### src/rtl/core/rphp_pkg.sv
// ----------------------------------------------------------------------------
// rphp_pkg
// Shared types and constants for the request header parser.
// ----------------------------------------------------------------------------
package rphp_pkg;

   // Protocol id that announces a two-byte extended id
   localparam logic [6:0]  EXT_MARK       = 7'h7F;

   // Header layout, as byte offsets into the packet
   localparam logic [31:0] LENGTH_BYTES   = 32'd4;
   localparam logic [31:0] PROTO_OFFSET   = 32'd4;
   localparam logic [31:0] EXT_END        = 32'd7;
   localparam logic [31:0] CALL_START     = 32'd5;
   localparam logic [31:0] CALL_START_EXT = 32'd7;
   localparam logic [31:0] METH_START     = 32'd9;
   localparam logic [31:0] METH_START_EXT = 32'd11;
   localparam logic [31:0] HDR_END        = 32'd13;
   localparam logic [31:0] HDR_END_EXT    = 32'd15;

   // Summary checks
   localparam logic [31:0] MIN_PACKET     = 32'd13;
   localparam logic [31:0] MIN_LENGTH     = 32'd9;
   localparam logic [31:0] MIN_EXT_LENGTH = 32'd11;
   localparam logic [31:0] LENGTH_BIAS    = 32'd4;
   localparam logic [31:0] COUNT_MAX      = 32'hFFFF_FFFF;

   // Default depth of the result queue
   localparam int          OUT_DEPTH      = 4;

   typedef enum logic [1:0] {
      STATUS_OK         = 2'd0,
      STATUS_INCOMPLETE = 2'd1,
      STATUS_MALFORMED  = 2'd2
   } status_type;

   typedef enum logic {
      KIND_PAYLOAD = 1'b0,
      KIND_SUMMARY = 1'b1
   } kind_type;

   typedef struct packed {
      kind_type    result_kind;
      logic [7:0]  payload_byte;
      status_type  status;
      logic [6:0]  protocol_id;
      logic [15:0] extended_protocol_id;
      logic [31:0] call_id;
      logic [31:0] method_id;
      logic [31:0] declared_length;
      logic        last;
   } rsp_word_type;

   // Writes into the result queue for one accepted word
   typedef struct packed {
      logic push_a;   // first slot holds a result
      logic push_b;   // second slot holds a result (only with push_a)
   } push_type;

endpackage

### src/rtl/core/rphp_if.sv
// ----------------------------------------------------------------------------
// rphp_req_if / rphp_rsp_if
// Valid/ready channels for packet bytes in and parse results out.
// ----------------------------------------------------------------------------
interface rphp_req_if;
   logic       valid;
   logic       ready;
   logic [7:0] data_byte;
   logic       end_of_packet;

   modport source (output valid, output data_byte, output end_of_packet, input ready);
   modport sink   (input valid, input data_byte, input end_of_packet, output ready);
endinterface

interface rphp_rsp_if;
   logic        valid;
   logic        ready;
   logic        result_kind;
   logic [7:0]  payload_byte;
   logic [1:0]  status;
   logic [6:0]  protocol_id;
   logic [15:0] extended_protocol_id;
   logic [31:0] call_id;
   logic [31:0] method_id;
   logic [31:0] declared_length;
   logic        last;

   modport source (
      output valid, output result_kind, output payload_byte, output status,
      output protocol_id, output extended_protocol_id, output call_id,
      output method_id, output declared_length, output last, input ready
   );
   modport sink (
      input valid, input result_kind, input payload_byte, input status,
      input protocol_id, input extended_protocol_id, input call_id,
      input method_id, input declared_length, input last, output ready
   );
endinterface

### src/rtl/core/rphp_field_capture.sv
// ----------------------------------------------------------------------------
// rphp_field_capture
// Header field registers, byte counter and result formation per packet word.
// ----------------------------------------------------------------------------
module rphp_field_capture (
   input  logic                  clock,
   input  logic                  reset,
   input  logic                  accept,
   input  logic [7:0]            data_byte,
   input  logic                  end_of_packet,
   output rphp_pkg::push_type    push,
   output rphp_pkg::rsp_word_type word_a,
   output rphp_pkg::rsp_word_type word_b
);

   logic [31:0] byte_count_ff, byte_count_in;
   logic [31:0] length_ff,     length_in;
   logic [6:0]  proto_ff,      proto_in;
   logic [15:0] ext_proto_ff,  ext_proto_in;
   logic [31:0] call_ff,       call_in;
   logic [31:0] method_ff,     method_in;

   logic [31:0] idx;
   logic        ext_now;
   logic [31:0] call_start;
   logic [31:0] meth_start;
   logic [31:0] hdr_end;
   logic [31:0] call_ofs;
   logic [31:0] meth_ofs;
   logic        in_length;
   logic        in_proto;
   logic        in_ext;
   logic        in_call;
   logic        in_meth;
   logic        is_payload;
   logic [31:0] count_new;
   logic [6:0]  proto_new;
   logic [15:0] ext_new;
   logic [31:0] call_new;
   logic [31:0] method_new;
   logic [31:0] length_new;
   logic        is_ext;
   rphp_pkg::status_type       status;
   rphp_pkg::rsp_word_type     pay_word;
   rphp_pkg::rsp_word_type     sum_word;

   always_comb begin
      idx        = byte_count_ff;
      ext_now    = (proto_ff == rphp_pkg::EXT_MARK);
      call_start = ext_now ? rphp_pkg::CALL_START_EXT : rphp_pkg::CALL_START;
      meth_start = ext_now ? rphp_pkg::METH_START_EXT : rphp_pkg::METH_START;
      hdr_end    = ext_now ? rphp_pkg::HDR_END_EXT : rphp_pkg::HDR_END;
      call_ofs   = idx - call_start;
      meth_ofs   = idx - meth_start;

      // Field decode, in priority order
      in_length  = (idx < rphp_pkg::LENGTH_BYTES);
      in_proto   = !in_length && (idx == rphp_pkg::PROTO_OFFSET);
      in_ext     = !in_length && !in_proto && ext_now && (idx < rphp_pkg::EXT_END);
      in_call    = !in_length && !in_proto && !in_ext
                   && (idx >= call_start) && (idx < meth_start);
      in_meth    = !in_length && !in_proto && !in_ext && !in_call
                   && (idx >= meth_start) && (idx < hdr_end);
      is_payload = !in_length && !in_proto && !in_ext && !in_call && !in_meth;

      // Drop the byte into its lane; untouched lanes hold
      length_new = length_ff;
      proto_new  = proto_ff;
      ext_new    = ext_proto_ff;
      call_new   = call_ff;
      method_new = method_ff;
      for (int k = 0; k < 4; k++) begin
         if (in_length && (idx[1:0] == 2'(k))) length_new[8*k +: 8] = data_byte;
         if (in_call && (call_ofs[1:0] == 2'(k))) call_new[8*k +: 8] = data_byte;
         if (in_meth && (meth_ofs[1:0] == 2'(k))) method_new[8*k +: 8] = data_byte;
      end
      if (in_proto) proto_new = data_byte[6:0];
      if (in_ext && idx[0]) ext_new[7:0] = data_byte;    // offset 5
      if (in_ext && !idx[0]) ext_new[15:8] = data_byte;  // offset 6

      count_new = (byte_count_ff == rphp_pkg::COUNT_MAX) ? byte_count_ff
                                                          : byte_count_ff + 32'd1;
      is_ext    = (proto_new == rphp_pkg::EXT_MARK);

      if ((count_new < rphp_pkg::MIN_PACKET)
          || (length_new != count_new - rphp_pkg::LENGTH_BIAS)) begin
         status = rphp_pkg::STATUS_INCOMPLETE;
      end else if (length_new < rphp_pkg::MIN_LENGTH) begin
         status = rphp_pkg::STATUS_MALFORMED;
      end else if (is_ext && (length_new < rphp_pkg::MIN_EXT_LENGTH)) begin
         status = rphp_pkg::STATUS_MALFORMED;
      end else begin
         status = rphp_pkg::STATUS_OK;
      end

      pay_word              = '0;
      pay_word.result_kind  = rphp_pkg::KIND_PAYLOAD;
      pay_word.payload_byte = data_byte;
      pay_word.status       = rphp_pkg::STATUS_OK;
      pay_word.last         = !end_of_packet;

      sum_word                      = '0;
      sum_word.result_kind          = rphp_pkg::KIND_SUMMARY;
      sum_word.status               = status;
      sum_word.protocol_id          = proto_new;
      sum_word.extended_protocol_id = is_ext ? ext_new : 16'd0;
      sum_word.call_id              = call_new;
      sum_word.method_id            = method_new;
      sum_word.declared_length      = length_new;
      sum_word.last                 = 1'b1;

      // Payload goes ahead of the summary
      word_a      = is_payload ? pay_word : sum_word;
      word_b      = sum_word;
      push.push_a = accept && (is_payload || end_of_packet);
      push.push_b = accept && is_payload && end_of_packet;

      if (accept && end_of_packet) begin
         byte_count_in = '0;
         length_in     = '0;
         proto_in      = '0;
         ext_proto_in  = '0;
         call_in       = '0;
         method_in     = '0;
      end else if (accept) begin
         byte_count_in = count_new;
         length_in     = length_new;
         proto_in      = proto_new;
         ext_proto_in  = ext_new;
         call_in       = call_new;
         method_in     = method_new;
      end else begin
         byte_count_in = byte_count_ff;
         length_in     = length_ff;
         proto_in      = proto_ff;
         ext_proto_in  = ext_proto_ff;
         call_in       = call_ff;
         method_in     = method_ff;
      end
   end

   always_ff @(posedge clock) begin
      if (reset) begin
         byte_count_ff <= '0;
         length_ff     <= '0;
         proto_ff      <= '0;
         ext_proto_ff  <= '0;
         call_ff       <= '0;
         method_ff     <= '0;
      end else begin
         byte_count_ff <= byte_count_in;
         length_ff     <= length_in;
         proto_ff      <= proto_in;
         ext_proto_ff  <= ext_proto_in;
         call_ff       <= call_in;
         method_ff     <= method_in;
      end
   end

endmodule

### src/rtl/core/rphp_rsp_queue.sv
// ----------------------------------------------------------------------------
// rphp_rsp_queue
// Small result queue: takes up to two words a cycle, gives one a cycle when popped.
// ----------------------------------------------------------------------------
module rphp_rsp_queue #(
   parameter int Depth = rphp_pkg::OUT_DEPTH
) (
   input  logic                   clock,
   input  logic                   reset,
   input  rphp_pkg::push_type     push,
   input  rphp_pkg::rsp_word_type word_a,
   input  rphp_pkg::rsp_word_type word_b,
   input  logic                   pop,
   output rphp_pkg::rsp_word_type head,
   output logic                   not_empty,
   output logic                   room
);

   localparam int PtrW = (Depth > 1) ? $clog2(Depth) : 1;
   localparam int CntW = $clog2(Depth + 1);

   rphp_pkg::rsp_word_type entries_ff [Depth];

   logic [PtrW-1:0] wr_ptr_ff, wr_ptr_in;
   logic [PtrW-1:0] rd_ptr_ff, rd_ptr_in;
   logic [CntW-1:0] count_ff,  count_in;
   logic [PtrW-1:0] wr_next1;
   logic [PtrW-1:0] wr_next2;
   logic [PtrW-1:0] rd_next;

   always_comb begin
      wr_next1 = (wr_ptr_ff == PtrW'(Depth - 1)) ? '0 : wr_ptr_ff + PtrW'(1);
      wr_next2 = (wr_next1 == PtrW'(Depth - 1)) ? '0 : wr_next1 + PtrW'(1);
      rd_next  = (rd_ptr_ff == PtrW'(Depth - 1)) ? '0 : rd_ptr_ff + PtrW'(1);

      if (push.push_b)      wr_ptr_in = wr_next2;
      else if (push.push_a) wr_ptr_in = wr_next1;
      else                  wr_ptr_in = wr_ptr_ff;

      rd_ptr_in = pop ? rd_next : rd_ptr_ff;
      count_in  = count_ff + CntW'(push.push_a) + CntW'(push.push_b) - CntW'(pop);

      head      = entries_ff[rd_ptr_ff];
      not_empty = (count_ff != '0);
      // Leave space for a payload word and a summary from the same byte
      room      = (count_ff <= CntW'(Depth - 2));
   end

   always_ff @(posedge clock) begin
      if (reset) begin
         wr_ptr_ff <= '0;
         rd_ptr_ff <= '0;
         count_ff  <= '0;
      end else begin
         wr_ptr_ff <= wr_ptr_in;
         rd_ptr_ff <= rd_ptr_in;
         count_ff  <= count_in;
      end
   end

   always_ff @(posedge clock) begin
      if (push.push_a) entries_ff[wr_ptr_ff] <= word_a;
      if (push.push_b) entries_ff[wr_next1]  <= word_b;
   end

endmodule

### src/rtl/core/rpc_request_header_parser_core.sv
// ----------------------------------------------------------------------------
// rpc_request_header_parser_core
// Byte-stream parser for remote-call request headers.
// ----------------------------------------------------------------------------
// Usage:
//   req_bus carries one packet byte per word plus an end-of-packet flag.
//   The first 13 bytes (15 with an extended protocol id) form the header:
//   length, protocol byte, optional extended id, call id, method id.
//   rsp_bus returns a payload word for every byte after the header and a
//   summary word on the final byte, after that byte's payload word if any.
//   'last' marks the final result word caused by one request word.
// Timing:
//   Each result word is registered in the result queue when its byte is
//   taken, and rsp_bus shows the queue head; a summary behind a payload
//   word from the same byte follows it out. One request word is taken
//   every cycle while rsp_bus.ready stays high: header bytes make no
//   result word, so the second word of a final payload byte drains
//   while the next packet's header comes in. The result queue depth
//   (OutDepth) sets how long the input keeps moving while rsp_bus is held.
// Reset: clears the header fields, the byte counter and the result queue.
// Stall: when rsp_bus.ready stays low the queue fills and req_bus.ready
//   drops until space for two result words is back.
// ----------------------------------------------------------------------------
module rpc_request_header_parser_core #(
   parameter int OutDepth = rphp_pkg::OUT_DEPTH
) (
   input  logic       clock,
   input  logic       reset,
   rphp_req_if.sink   req_bus,
   rphp_rsp_if.source rsp_bus
);

   logic                   req_accept;
   logic                   rsp_pop;
   logic                   queue_room;
   logic                   queue_valid;
   rphp_pkg::push_type     push;
   rphp_pkg::rsp_word_type word_a;
   rphp_pkg::rsp_word_type word_b;
   rphp_pkg::rsp_word_type head;

   // Take a byte only when the queue can hold both results it may cause
   assign req_bus.ready = queue_room;
   assign req_accept    = req_bus.valid && queue_room;
   assign rsp_pop       = queue_valid && rsp_bus.ready;

   // Header field registers and result formation
   rphp_field_capture u_capture (
      .clock         (clock),
      .reset         (reset),
      .accept        (req_accept),
      .data_byte     (req_bus.data_byte),
      .end_of_packet (req_bus.end_of_packet),
      .push          (push),
      .word_a        (word_a),
      .word_b        (word_b)
   );

   // Result queue parts the two handshakes
   rphp_rsp_queue #(
      .Depth (OutDepth)
   ) u_queue (
      .clock     (clock),
      .reset     (reset),
      .push      (push),
      .word_a    (word_a),
      .word_b    (word_b),
      .pop       (rsp_pop),
      .head      (head),
      .not_empty (queue_valid),
      .room      (queue_room)
   );

   // Drive the result channel from the queue head
   assign rsp_bus.valid                = queue_valid;
   assign rsp_bus.result_kind          = head.result_kind;
   assign rsp_bus.payload_byte         = head.payload_byte;
   assign rsp_bus.status               = head.status;
   assign rsp_bus.protocol_id          = head.protocol_id;
   assign rsp_bus.extended_protocol_id = head.extended_protocol_id;
   assign rsp_bus.call_id              = head.call_id;
   assign rsp_bus.method_id            = head.method_id;
   assign rsp_bus.declared_length      = head.declared_length;
   assign rsp_bus.last                 = head.last;

endmodule

### src/flat_wrapper.sv
// flat-port wrapper written by rule: the top's interface ports become plain ports
module rpc_request_header_parser_core_flat 
#(
   parameter int OutDepth = rphp_pkg::OUT_DEPTH
)
  (clock, reset, req_bus_valid, req_bus_data_byte, req_bus_end_of_packet, req_bus_ready, rsp_bus_valid, rsp_bus_result_kind, rsp_bus_payload_byte, rsp_bus_status, rsp_bus_protocol_id, rsp_bus_extended_protocol_id, rsp_bus_call_id, rsp_bus_method_id, rsp_bus_declared_length, rsp_bus_last, rsp_bus_ready);
  rphp_req_if req_bus_i ();
  rphp_rsp_if rsp_bus_i ();
  input  logic clock;
  input  logic reset;
  input wire logic [$bits(req_bus_i.valid)-1:0] req_bus_valid;
  input wire logic [$bits(req_bus_i.data_byte)-1:0] req_bus_data_byte;
  input wire logic [$bits(req_bus_i.end_of_packet)-1:0] req_bus_end_of_packet;
  output wire logic [$bits(req_bus_i.ready)-1:0] req_bus_ready;
  output wire logic [$bits(rsp_bus_i.valid)-1:0] rsp_bus_valid;
  output wire logic [$bits(rsp_bus_i.result_kind)-1:0] rsp_bus_result_kind;
  output wire logic [$bits(rsp_bus_i.payload_byte)-1:0] rsp_bus_payload_byte;
  output wire logic [$bits(rsp_bus_i.status)-1:0] rsp_bus_status;
  output wire logic [$bits(rsp_bus_i.protocol_id)-1:0] rsp_bus_protocol_id;
  output wire logic [$bits(rsp_bus_i.extended_protocol_id)-1:0] rsp_bus_extended_protocol_id;
  output wire logic [$bits(rsp_bus_i.call_id)-1:0] rsp_bus_call_id;
  output wire logic [$bits(rsp_bus_i.method_id)-1:0] rsp_bus_method_id;
  output wire logic [$bits(rsp_bus_i.declared_length)-1:0] rsp_bus_declared_length;
  output wire logic [$bits(rsp_bus_i.last)-1:0] rsp_bus_last;
  input wire logic [$bits(rsp_bus_i.ready)-1:0] rsp_bus_ready;
  assign req_bus_i.valid = req_bus_valid;
  assign req_bus_i.data_byte = req_bus_data_byte;
  assign req_bus_i.end_of_packet = req_bus_end_of_packet;
  assign req_bus_ready = req_bus_i.ready;
  assign rsp_bus_valid = rsp_bus_i.valid;
  assign rsp_bus_result_kind = rsp_bus_i.result_kind;
  assign rsp_bus_payload_byte = rsp_bus_i.payload_byte;
  assign rsp_bus_status = rsp_bus_i.status;
  assign rsp_bus_protocol_id = rsp_bus_i.protocol_id;
  assign rsp_bus_extended_protocol_id = rsp_bus_i.extended_protocol_id;
  assign rsp_bus_call_id = rsp_bus_i.call_id;
  assign rsp_bus_method_id = rsp_bus_i.method_id;
  assign rsp_bus_declared_length = rsp_bus_i.declared_length;
  assign rsp_bus_last = rsp_bus_i.last;
  assign rsp_bus_i.ready = rsp_bus_ready;
  rpc_request_header_parser_core #(.OutDepth(OutDepth)) u_core (.clock(clock), .reset(reset), .req_bus(req_bus_i), .rsp_bus(rsp_bus_i));
endmodule
### config.mk
export PLATFORM = sky130hd
export DESIGN_NAME = rpc_request_header_parser_core_flat
export DESIGN_NICKNAME = d
export VERILOG_FILES = /design/src/rtl/core/rphp_pkg.sv /design/src/rtl/core/rphp_if.sv /design/src/rtl/core/rphp_field_capture.sv /design/src/rtl/core/rphp_rsp_queue.sv /design/src/rtl/core/rpc_request_header_parser_core.sv /design/src/flat_wrapper.sv
export SDC_FILE = /design/constraint.sdc
export NUM_CORES = 1
export LEC_CHECK = 0
export BUFFER_PORTS_ARGS = -buffer_cell sky130_fd_sc_hd__buf_4
export CAP_MARGIN = 5
export CELL_PAD_IN_SITES_DETAIL_PLACEMENT = 1
export CELL_PAD_IN_SITES_GLOBAL_PLACEMENT = 1
export CORE_ASPECT_RATIO = 1.1
export CORE_MARGIN = 8
export CORE_UTILIZATION = 54
export CTS_CLUSTER_SIZE = 20
export DETAILED_ROUTE_END_ITERATION = 8
export PLACE_DENSITY_LB_ADDON = 0.12
export SLEW_MARGIN = 15
export SYNTH_ARGS = -nofsm -noshare
export SYNTH_HDL_FRONTEND = slang
export SYNTH_SLANG_ARGS = --single-unit
### constraint.sdc
create_clock -name clock -period 15.9 [get_ports clock]
set_clock_uncertainty 0.15 [all_clocks]
set_input_delay 0.795 -clock clock [delete_from_list [all_inputs] [get_ports clock]]
set_output_delay 0.795 -clock clock [all_outputs]
set_load 0.02 [all_outputs]
== Yosys cells after proc, flatten, opt, wreduce, memory -nomap -nowiden ==
Memory sizes are Yosys's and may differ from the RTL's. A register that Yosys moved wholly into a read port is not among the register bits.
Cells that the tools add are included.
Cells by class
  $add $sub $neg: 10
  magnitude comparators: 10
  eq/ne operators: 17
  multiplexer cells: 35
  reduce and logical (&&, ||, !) cells: 47
Operators by type and width (count)
  $mux W131: 1
  $mux W8: 14
  $lt A32 B4 Y1 const B: 3
  $lt A32 B3 Y1 const B: 2
  $lt A32 B4 Y1: 2
  $add A32 B1 Y32 const B: 1
  $eq A32 B3 Y1 const B: 1
  $eq A32 B32 Y1 const B: 1
  $ge A32 B3 Y1: 1
  $ge A32 B4 Y1: 1
  $logic_and A1 B1 Y1: 32
  $mux W32: 1
  $ne A32 B32 Y1: 1
  $sub A32 B3 Y32 const B: 1
  $mux W2: 13
  $eq A2 B2 Y1 const B: 9
  $mux W16: 1
  $eq A7 B7 Y1 const B: 2
  $logic_not A1 Y1: 7
  $mux W7: 1
  $add A2 B1 Y2 const B: 3
  $add A3 B1 Y3: 2
  $eq A2 B1 Y1 const B: 3
  $logic_not A2 Y1: 3
  other kinds (8): 13
Word-level totals
  register bits: 158
  bits in writable memories: 524
  bits of input ports: 13
  output and inout bits: 133
  memories kept: 1
Memory list
  u_core.u_queue.entries_ff: words 4, width 131, read ports 1, clocked after memory_dff 1, wr ports 2, RTL line rphp_rsp_queue.sv:22  | rphp_pkg::rsp_word_type entries_ff [Depth];

== Depth between registers and ports, before layout ==
Gate-level depths: netlist of the first run.
  depth after elaboration: 22
  mapped depth: 19
  gate-level depth less buffers: 18

== Modules after synthesis ==
From an unflattened synthesis of the first run, not the netlist that was laid out.
Second synthesis, totals
  cell total of the unflattened synthesis: 2747
  area, all modules: 36264.8 µm²
Modules (own cells, without submodules)
  rphp_rsp_queue: instances 1, cells an instance 1324, area each 25797.2 µm², seq. area each 15915.3 µm²
  rphp_field_capture: instances 1, cells an instance 1421, area each 10455.0 µm², seq. area each 3022.9 µm²
  rpc_request_header_parser_core: instances 1, cells an instance 2, area each 12.5 µm², seq. area each 0.0 µm²

== Worst setup path before layout of the first run ==
No wires, ideal clock.
  path kind: register to register
  start point: register u_core.u_capture.byte_count_ff[4]
  end point: memory u_core.u_queue.entries_ff[1][100] (netlist bit) (enable)
  setup time: 1.064 ns
  arrival: 4.953 ns
  data required time: 14.686 ns
  path slack: 9.733 ns
  cell stages (with the launch flop): 12
  path buffers: 3
  clock period less this slack: 6.167 ns
  cell sequence: dfxtp_1 > buf_6 > or4_1 > or4_1 > buf_6 > nor3_1 > inv_1 > a21oi_1 > clkbuf_1 > nor2_1 > nand2_1 > nand2_1
RTL lines
  from (decl): RTL line rphp_field_capture.sv:16  | logic [31:0] byte_count_ff, byte_count_in;
  from (signal assigned): RTL line rphp_field_capture.sv:151  | byte_count_ff <= byte_count_in;
  to (decl): RTL line rphp_rsp_queue.sv:22

==> results_dict.tcl, run 1 <==
set metrics [dict create \
    global_route.overflow_total 0 \
    synthArstFlopShare 0 \
    fp-row-count 92 \
    p_leak_nw 11.7 \
    initial_utilization 0.546 \
    clkTransAtPathRegs_ns 0.06 \
    flow.area_growth_from_synthesis_pct 12.9 \
    critical_path.reg2reg.endpoint "u_core.u_queue.entries_ff[1][120]$_DFFE_PP_" \
    layout.nets 2763 \
    synthesis.yosys.warnings 0 \
    final_hold_viol_count 0 \
    layout.cell_area.non_filler_mm2 0.0352 \
    floorplan.die.height_um 268 \
    cp_max_fo 11 \
    ys_types 80 \
    buffer_ports.inserted 145 \
    timing.setup.tns_ns 0 \
    critical_path.reg2reg.startpoint "u_core.u_capture.byte_count_ff[1]$_SDFFE_PP0P_" \
    power.ir.vdd_worst_v 0.000106 \
    ys_seq_elements 684 \
    worstHoldPathType "input port to register" \
    cts.path.max_buffers 3 \
    post_synth.cell_area_avg_um2 11.7 \
    number_of_instances_on_the_worst_hold_path 2 \
    die-width_um 245 \
    dpl.hpwl_mm 56.3 \
    crit_arrival_ns 6.24 \
    cp_slowest_cell "nor3_2" \
    endpoint_kind "register" \
    min_period_ns 6.08 \
    synth_sequential_area_ratio 0.594 \
    initialDrtViolationCount 1697 \
    synth.area.mux_share 0.136 \
    remaining_drc_errors 0 \
    min-delay-start "reset" \
    synth_edf_count 484 \
    setup.reg_to_reg.worst_slack_ns 9.82 \
    largest_net_degree_at_the_start_of_global_routing 97 \
    top_level_ports 146 \
    drt-total-wl_mm 94.3 \
    seqCellArea_mm2 0.0185 \
    post_synth_fa_ha_maj_area_fraction 0.00729 \
    path_depth_of_the_worst_reg2reg_path 15 \
    leading_cell_types_in_the_layout_fill_and_taps_excluded "nor2_1 (585), edfxtp_1 (484), nand2_1 (312)" \
    maximum_frequency_from_static_timing_analysis_mhz 165 \
    synth_cells 2679 \
    synth_area_mm2 0.0312 \
    setup_violations 0 \
    standard_cell_core_area_mm2 0.0572 \
    yosys.area_share.simple 0.157 \
    number_of_antenna_violations_at_the_first_check_in_global_routing 1 \
    ctsHoldBuffers 0 \
    cts-buffers-inserted 72 \
    dieArea_mm2 0.0658 \
    antenna-diode-count 0 \
    worst_path_largest_cell_delay_ns 0.67 \
    status "finished clean" \
    rsz0062_at_grt "false" \
    multi_input_comb_area_mm2 0.0119 \
    worst_endpoint_required_time_ns 16.06 \
    grt_usage 0.286 \
    synth_flop_cell "edfxtp_1" \
    worst_slew_pin_slew_ns 1.16 \
    cts_num_sinks 684 \
    mostFrequentLayoutCell "nor2_1" \
    worstHoldEndpoint "u_core.u_queue.count_ff[0]$_SDFF_PP0_" \
    clock_latency_ns 0.62 \
    cts_tree "done" \
    gp_congestion 0.879 \
    fillCellCount 5666 \
    worst_relative_slew_slack 0.225 \
    cell_chosen_for_the_clock_root "clkbuf_16" \
    synth_compound_area_frac 0.0556 \
    synthesis.nets 2709 \
    final.period_utilization 0.382 \
    cell_chain_of_the_critical_path "ha_1 > and3_1 > nand4_1 > nor3_2 > nor2_1 > xnor2_1 > ha_1 > nor4b_2 > and4b_1 > or4b_1 > nor4_1 > a21oi_1 > a211oi_2 > and4_1 > nor2_1" \
    post-cts-setup-buffer-count 0 \
    vias_in_the_first_global_route 23800 \
    drv_slew 0 \
    drv.max_cap_violation_count 0 \
    post_route_cells_drive_above_1_share 0.169 \
    grt_pass1_wl_mm 145 \
    postPlaceCellArea_mm2 0.0329 \
    yosys.area_share.xor_xnor 0.0230 \
    route.detailed.wl_per_inst_um 26.6 \
    count_of_vias_placed_by_the_detailed_router 22100 \
    synth_top_family_by_area "simple AND/OR/NAND/NOR gates" \
    drt_first_pass_iters 5 \
    power.density_cell_area_mw_per_mm2 160 \
    worst_setup_path_start_kind "register" \
    routed_via_density 6.23 \
    antenna_violating_nets_post_route 0 \
    cts.htree.levels 3 \
    post_cts_resize_count 0 \
    timing.setup.critical_path_class "register to register" \
]
-- report_power, final --
part	switching [mW]	total, mW	internal (mW)
logic	1.05	1.62	0.573
clock network	0.711	1.72	1.01
registers	0.115	2.31	2.19
total	1.87	5.64	3.77
-- registers in the layout (all words and copies together), names as in the netlist, named ones only --
register,cells
u_core.u_queue.wr_ptr_ff,2
u_core.u_capture.byte_count_ff,32
u_core.u_queue.entries_ff,524
u_core.u_capture.proto_ff,7
u_core.u_capture.call_ff,32
u_core.u_queue.count_ff,3
u_core.u_capture.length_ff,32
u_core.u_queue.rd_ptr_ff,2
u_core.u_capture.ext_proto_ff,16
u_core.u_capture.method_ff,32
-- Yosys cell counts (3+ instances only) --
library cell  number  share of area
a21o_1             4        0.00096
buf_1             32         0.0038
edfxtp_1         484           0.47
o31ai_1            3        0.00072
or2_2             22         0.0044
a211oi_1          43          0.010
a21oi_1          154          0.025
o22ai_1            4        0.00080
ha_1              15         0.0060
a31oi_1           16         0.0032
xor2_1            30         0.0084
clkbuf_1         166          0.020
nor4b_1            3        0.00084
nand3_1           37         0.0059
nor4_1            21         0.0042
xnor2_1           43          0.012
dfxtp_1          200           0.13
mux2_2             4         0.0014
nand2_1          315          0.038
and3_1            14         0.0028
nand2b_1           3        0.00060
or3_1             10         0.0020
a221o_1            3        0.00096
nand4_1           38         0.0076
a311oi_1           5         0.0014
inv_1             16         0.0019
o211ai_1           3        0.00072
nor2_1           585          0.070
and2_1            15         0.0030
nand4b_1           3        0.00084
and4_1             6         0.0017
nor3_1            27         0.0043
o21ai_0           18         0.0029
or4_1              7         0.0017
nor2b_1           13         0.0026
mux2i_1          123          0.039
nand3b_1           3        0.00072
nor3b_1            5         0.0012
mux4_2           131          0.095
-- cells by family after synthesis --
| family | Yosys count |
|---|---|
| buf+inv | 221 |
| flops | 684 |
| fa+ha+maj | 17 |
| compound gates | 283 |
| mux | 259 |
| simple gates | 1138 |
| xor+xnor | 77 |
-- area by class of cell --
class                           count  share of cell area
Sequential cell                   684               0.526
Tap cell                          752              0.0267
Clock inverter                     31              0.0101
Multi-Input combinational cell   1774               0.338
Timing Repair Buffer              184              0.0396
Clock buffer                      100              0.0574
Inverter                           17             0.00181
-- worst max-delay path by stage --
stage                                                    from                                           to  slack (ns)  cells after the start
3_5_place_dp   u_core.u_capture.byte_count_ff[1]$_SDFFE_PP0P_  u_core.u_queue.entries_ff[1][120]$_DFFE_PP_        9.95                     15
4_1_cts        u_core.u_capture.byte_count_ff[1]$_SDFFE_PP0P_  u_core.u_queue.entries_ff[1][120]$_DFFE_PP_        9.85                     15
5_1_grt        u_core.u_capture.byte_count_ff[1]$_SDFFE_PP0P_  u_core.u_queue.entries_ff[0][121]$_DFFE_PP_        9.34                     15
6_report       u_core.u_capture.byte_count_ff[1]$_SDFFE_PP0P_  u_core.u_queue.entries_ff[1][120]$_DFFE_PP_        9.82                     15
2_1_floorplan  u_core.u_capture.byte_count_ff[4]$_SDFFE_PP0P_  u_core.u_queue.entries_ff[1][100]$_DFFE_PP_        9.73                     11
3_3_place_gp   u_core.u_capture.byte_count_ff[1]$_SDFFE_PP0P_  u_core.u_queue.entries_ff[1][120]$_DFFE_PP_       10.07                     15
-- metal layers --
layer  share of wire  global-route usage  vias to the layer above
li1                -                   -                     9739
met1            0.40               0.356                    11500
met2            0.52               0.512                      702
met3           0.048              0.0335                      157
met4           0.029              0.0981                        0
met5               0                   0                        -
-- metrics by stage --
step / std cells / worst slack [ns] / utilization / power (mW) / hold slack, ns
global route: 3542 / 9.34 / 0.616 / 5.84 / 0.281
detailed placement: 3411 / 9.95 / 0.574 / 3.97 / 0.286
floorplan: 2679 / 9.73 / - / 3.34 / 0.268
CTS: 3542 / 9.85 / 0.616 / 5.68 / 0.248
finish: 3542 / 9.82 / 0.616 / 5.64 / 0.277
global placement: 3411 / 10.07 / 0.574 / 3.92 / 0.279
-- critical path: cells and delay by family, from the launching register on --
kind,cells,cell delay [ns]
AOI/OAI and AO/OA,2,0.36
DFF,1,0.57
adders and majority gates,2,0.73
xor gates and xnor gates,1,0.23
and+or+nand+nor,10,3.75
Note: power is estimated with default switching activity, not from simulation.
==> inputs of run 2 (changes only) <==
--- a/config.mk
+++ b/config.mk
@@ -11,7 +11,7 @@
 export CELL_PAD_IN_SITES_GLOBAL_PLACEMENT = 1
 export CORE_ASPECT_RATIO = 1.1
 export CORE_MARGIN = 8
-export CORE_UTILIZATION = 54
+export CORE_UTILIZATION = 50
 export CTS_CLUSTER_SIZE = 20
 export DETAILED_ROUTE_END_ITERATION = 8
 export PLACE_DENSITY_LB_ADDON = 0.12
==> constraint.sdc (replaced) <==
create_clock -name clock -period 6.19 [get_ports clock]
set_clock_uncertainty 0.15 [all_clocks]
set_input_delay 0.3095 -clock clock [delete_from_list [all_inputs] [get_ports clock]]
set_output_delay 0.3095 -clock clock [all_outputs]
set_load 0.02 [all_outputs]
==> run 2 against run 1 <==
  * Sequential power grew to 2.6 times the previous value
  * Non-clock buffer count grew 27
  * Cell count grew 3.2%
  * Via count shrank 0.68%
  * Total power grew to 2.6 times the previous value
  * Critical path depth shrank 1
  * Worst hold slack lost 0.22 ns
  * Combinational power grew to 2.6 times the previous value
  * Setup slack lost 9.1 ns
==> results_dict.tcl, run 2 (same netlist as run 1, synthesis figures left out) <==
set metrics [dict create \
    layout.nets 2791 \
    vias_in_the_first_global_route 23800 \
    antenna_violating_nets_post_route 0 \
    leading_cell_types_in_the_layout_fill_and_taps_excluded "nor2_1 (585), edfxtp_1 (484), nand2_1 (312)" \
    post_route_cells_drive_above_1_share 0.176 \
    gp_congestion 0.888 \
    post_cts_resize_count 0 \
    power.density_cell_area_mw_per_mm2 406 \
    intPower_mw 9.61 \
    final.period_utilization 0.887 \
    critical_path.endpoint "u_core.u_queue.entries_ff[2][120]$_DFFE_PP_" \
    standard_cell_core_area_mm2 0.0621 \
    timing.setup.critical_path_class "register to register" \
    rsz0062_at_grt "false" \
    drv.max_cap_violation_count 0 \
    layoutNonFillerInstCount 3655 \
    number_of_antenna_violations_at_the_first_check_in_global_routing 2 \
    largest_register "u_core.u_queue.entries_ff" \
    cts_num_sinks 684 \
    seqCellArea_mm2 0.0185 \
    count_of_vias_placed_by_the_detailed_router 21900 \
    grt_pass1_wl_mm 146 \
    power.ir.vdd_worst_v 0.000281 \
    global_route.overflow_total 0 \
    sequentialPowerShare 0.409 \
    largest_net_degree_at_the_start_of_global_routing 104 \
    worst_relative_slew_slack 0.241 \
    setup.reg_to_reg.worst_slack_ns 0.70 \
    flow.area_growth_from_synthesis_pct 14.1 \
    worst_slew_pin_slew_ns 1.14 \
    timing.setup.tns_ns 0 \
    p_leak_nw 11.8 \
    worstHoldPathType "input port to register" \
    grt_usage 0.267 \
    largest_register_ff_count 524 \
    min_period_ns 5.49 \
    initial_utilization 0.503 \
    worst_endpoint_required_time_ns 6.38 \
    drt-total-wl_mm 94.8 \
    setup_violations 0 \
    fp-row-count 96 \
    path_depth_of_the_worst_reg2reg_path 14 \
    final_hold_viol_count 0 \
    sw_frac_of_total 0.336 \
    power_frac_clock 0.296 \
    antenna-diode-count 0 \
    power.combinational.fraction 0.295 \
    fillCellCount 6345 \
    top_level_ports 146 \
    number_of_instances_on_the_worst_hold_path 3 \
    power.switching_mw 4.86 \
    cts-buffers-inserted 73 \
    initialDrtViolationCount 1544 \
    critical_path.reg2reg.endpoint "u_core.u_queue.entries_ff[2][120]$_DFFE_PP_" \
    clock_latency_ns 0.62 \
    placed_cells 3516 \
    cell_chosen_for_the_clock_root "clkbuf_16" \
    multi_input_comb_area_mm2 0.0119 \
    dieArea_mm2 0.0707 \
    critical_path.reg2reg.startpoint "u_core.u_capture.byte_count_ff[1]$_SDFFE_PP0P_" \
    die-width_um 254 \
    routed_via_density 6.00 \
    cts_tree "done" \
    cts.path.max_buffers 3 \
    crit_arrival_ns 5.68 \
    route.detailed.wl_per_inst_um 25.9 \
    cts.htree.levels 3 \
    clkTransAtPathRegs_ns 0.06 \
    status "finished clean" \
    ctsHoldBuffers 3 \
    dpl.hpwl_mm 57.8 \
    cp_max_fo 11 \
    floorplan.die.height_um 278 \
    launching_element_of_the_worst_setup_path "u_core.u_capture.byte_count_ff[1]$_SDFFE_PP0P_" \
    worst_setup_path_start_kind "register" \
    post-cts-setup-buffer-count 0 \
    endpoint_kind "register" \
    remaining_drc_errors 0 \
    drv_slew 0 \
    mostFrequentLayoutCell "nor2_1" \
    buffer_ports.inserted 145 \
    maximum_frequency_from_static_timing_analysis_mhz 182 \
    drt_first_pass_iters 5 \
]
==> run 2: changes by cell type in the layout (fill, tap and decap cells not counted), moves of 2 or more <==
cell           change
clkbuf_8           +4
buf_12            +10
dlygate4sd3_1      +3
inv_6              +2
clkbuf_1          +11
clkinvlp_4         -2
clkinv_1           -5
buf_4             +14
bufinv_16          -6
==> run 2: cell type report <==
| class | instances | area share |
|---|---|---|
| Tap cell | 833 | 0.0293 |
| Sequential cell | 684 | 0.521 |
| Multi-Input combinational cell | 1774 | 0.335 |
| Clock inverter | 20 | 0.00488 |
| Timing Repair Buffer | 211 | 0.0485 |
| Inverter | 17 | 0.00179 |
| Clock buffer | 116 | 0.0601 |
==> run 2: routing by layer <==
layer | share of wire | global-route usage
met2 | 0.52 | 0.471
met3 | 0.049 | 0.0390
met5 | 0 | 0
met1 | 0.41 | 0.337
met4 | 0.024 | 0.0766
==> run 2: critical path: stages (launching register included) <==
cell and delay (ns):
dfxtp_1 0.62, ha_1 0.48, and3_1 0.24, nand4_1 0.16, o31ai_1 0.38, xor2_1 0.25, ha_1 0.24, nor4b_2 0.62
and4b_1 0.48, or4b_1 0.54, xnor2_1 0.19, nand4_1 0.11, a211oi_1 0.30, and4_1 0.36, nor2_1 0.08
==> run 2: power groups by stage <==
stage | Sequential (mW) | Combinational, mW | Clock (mW)
6_report | 5.91 | 4.27 | 4.28
5_1_grt | 5.98 | 4.53 | 4.51
4_1_cts | 5.92 | 4.32 | 4.36
3_5_place_dp | 6.01 | 4.30 | 0
3_3_place_gp | 5.96 | 4.23 | 0
2_1_floorplan | 5.90 | 2.68 | 0
==> run 2: through the flow <==
step | hold WS, ns | instance area [um^2] | setup WS (ns) | power [mW] | utilization
finish | 0.0526 | 35600 | 0.703 | 14.5 | 0.574
global route | 0.0488 | 35600 | 0.322 | 15.0 | 0.574
CTS | 0.0115 | 35600 | 0.805 | 14.6 | 0.574
detailed placement | 0.288 | 33300 | 0.824 | 10.3 | 0.536
global placement | 0.279 | 33300 | 0.938 | 10.2 | 0.536
floorplan | 0.231 | 31200 | 0.0225 | 8.58 | -
==> run 2: how the worst min path moves through the flow <==
| stage | from | to | slack, ns |
|---|---|---|---|
| 4_1_cts | req_bus_data_byte[0] | u_core.u_capture.ext_proto_ff[8]$_SDFFE_PP0P_ | 0.01 |
| 2_1_floorplan | reset | u_core.u_queue.count_ff[0]$_SDFF_PP0_ | 0.23 |
| 3_5_place_dp | u_core.u_queue.entries_ff[2][130]$_SDFFE_PP1N_ | u_core.u_queue.entries_ff[2][130]$_SDFFE_PP1N_ | 0.29 |
| 3_3_place_gp | u_core.u_queue.entries_ff[1][130]$_SDFFE_PP1N_ | u_core.u_queue.entries_ff[1][130]$_SDFFE_PP1N_ | 0.28 |
| 6_report | req_bus_data_byte[0] | u_core.u_capture.ext_proto_ff[8]$_SDFFE_PP0P_ | 0.05 |
| 5_1_grt | req_bus_data_byte[0] | u_core.u_capture.ext_proto_ff[8]$_SDFFE_PP0P_ | 0.05 |
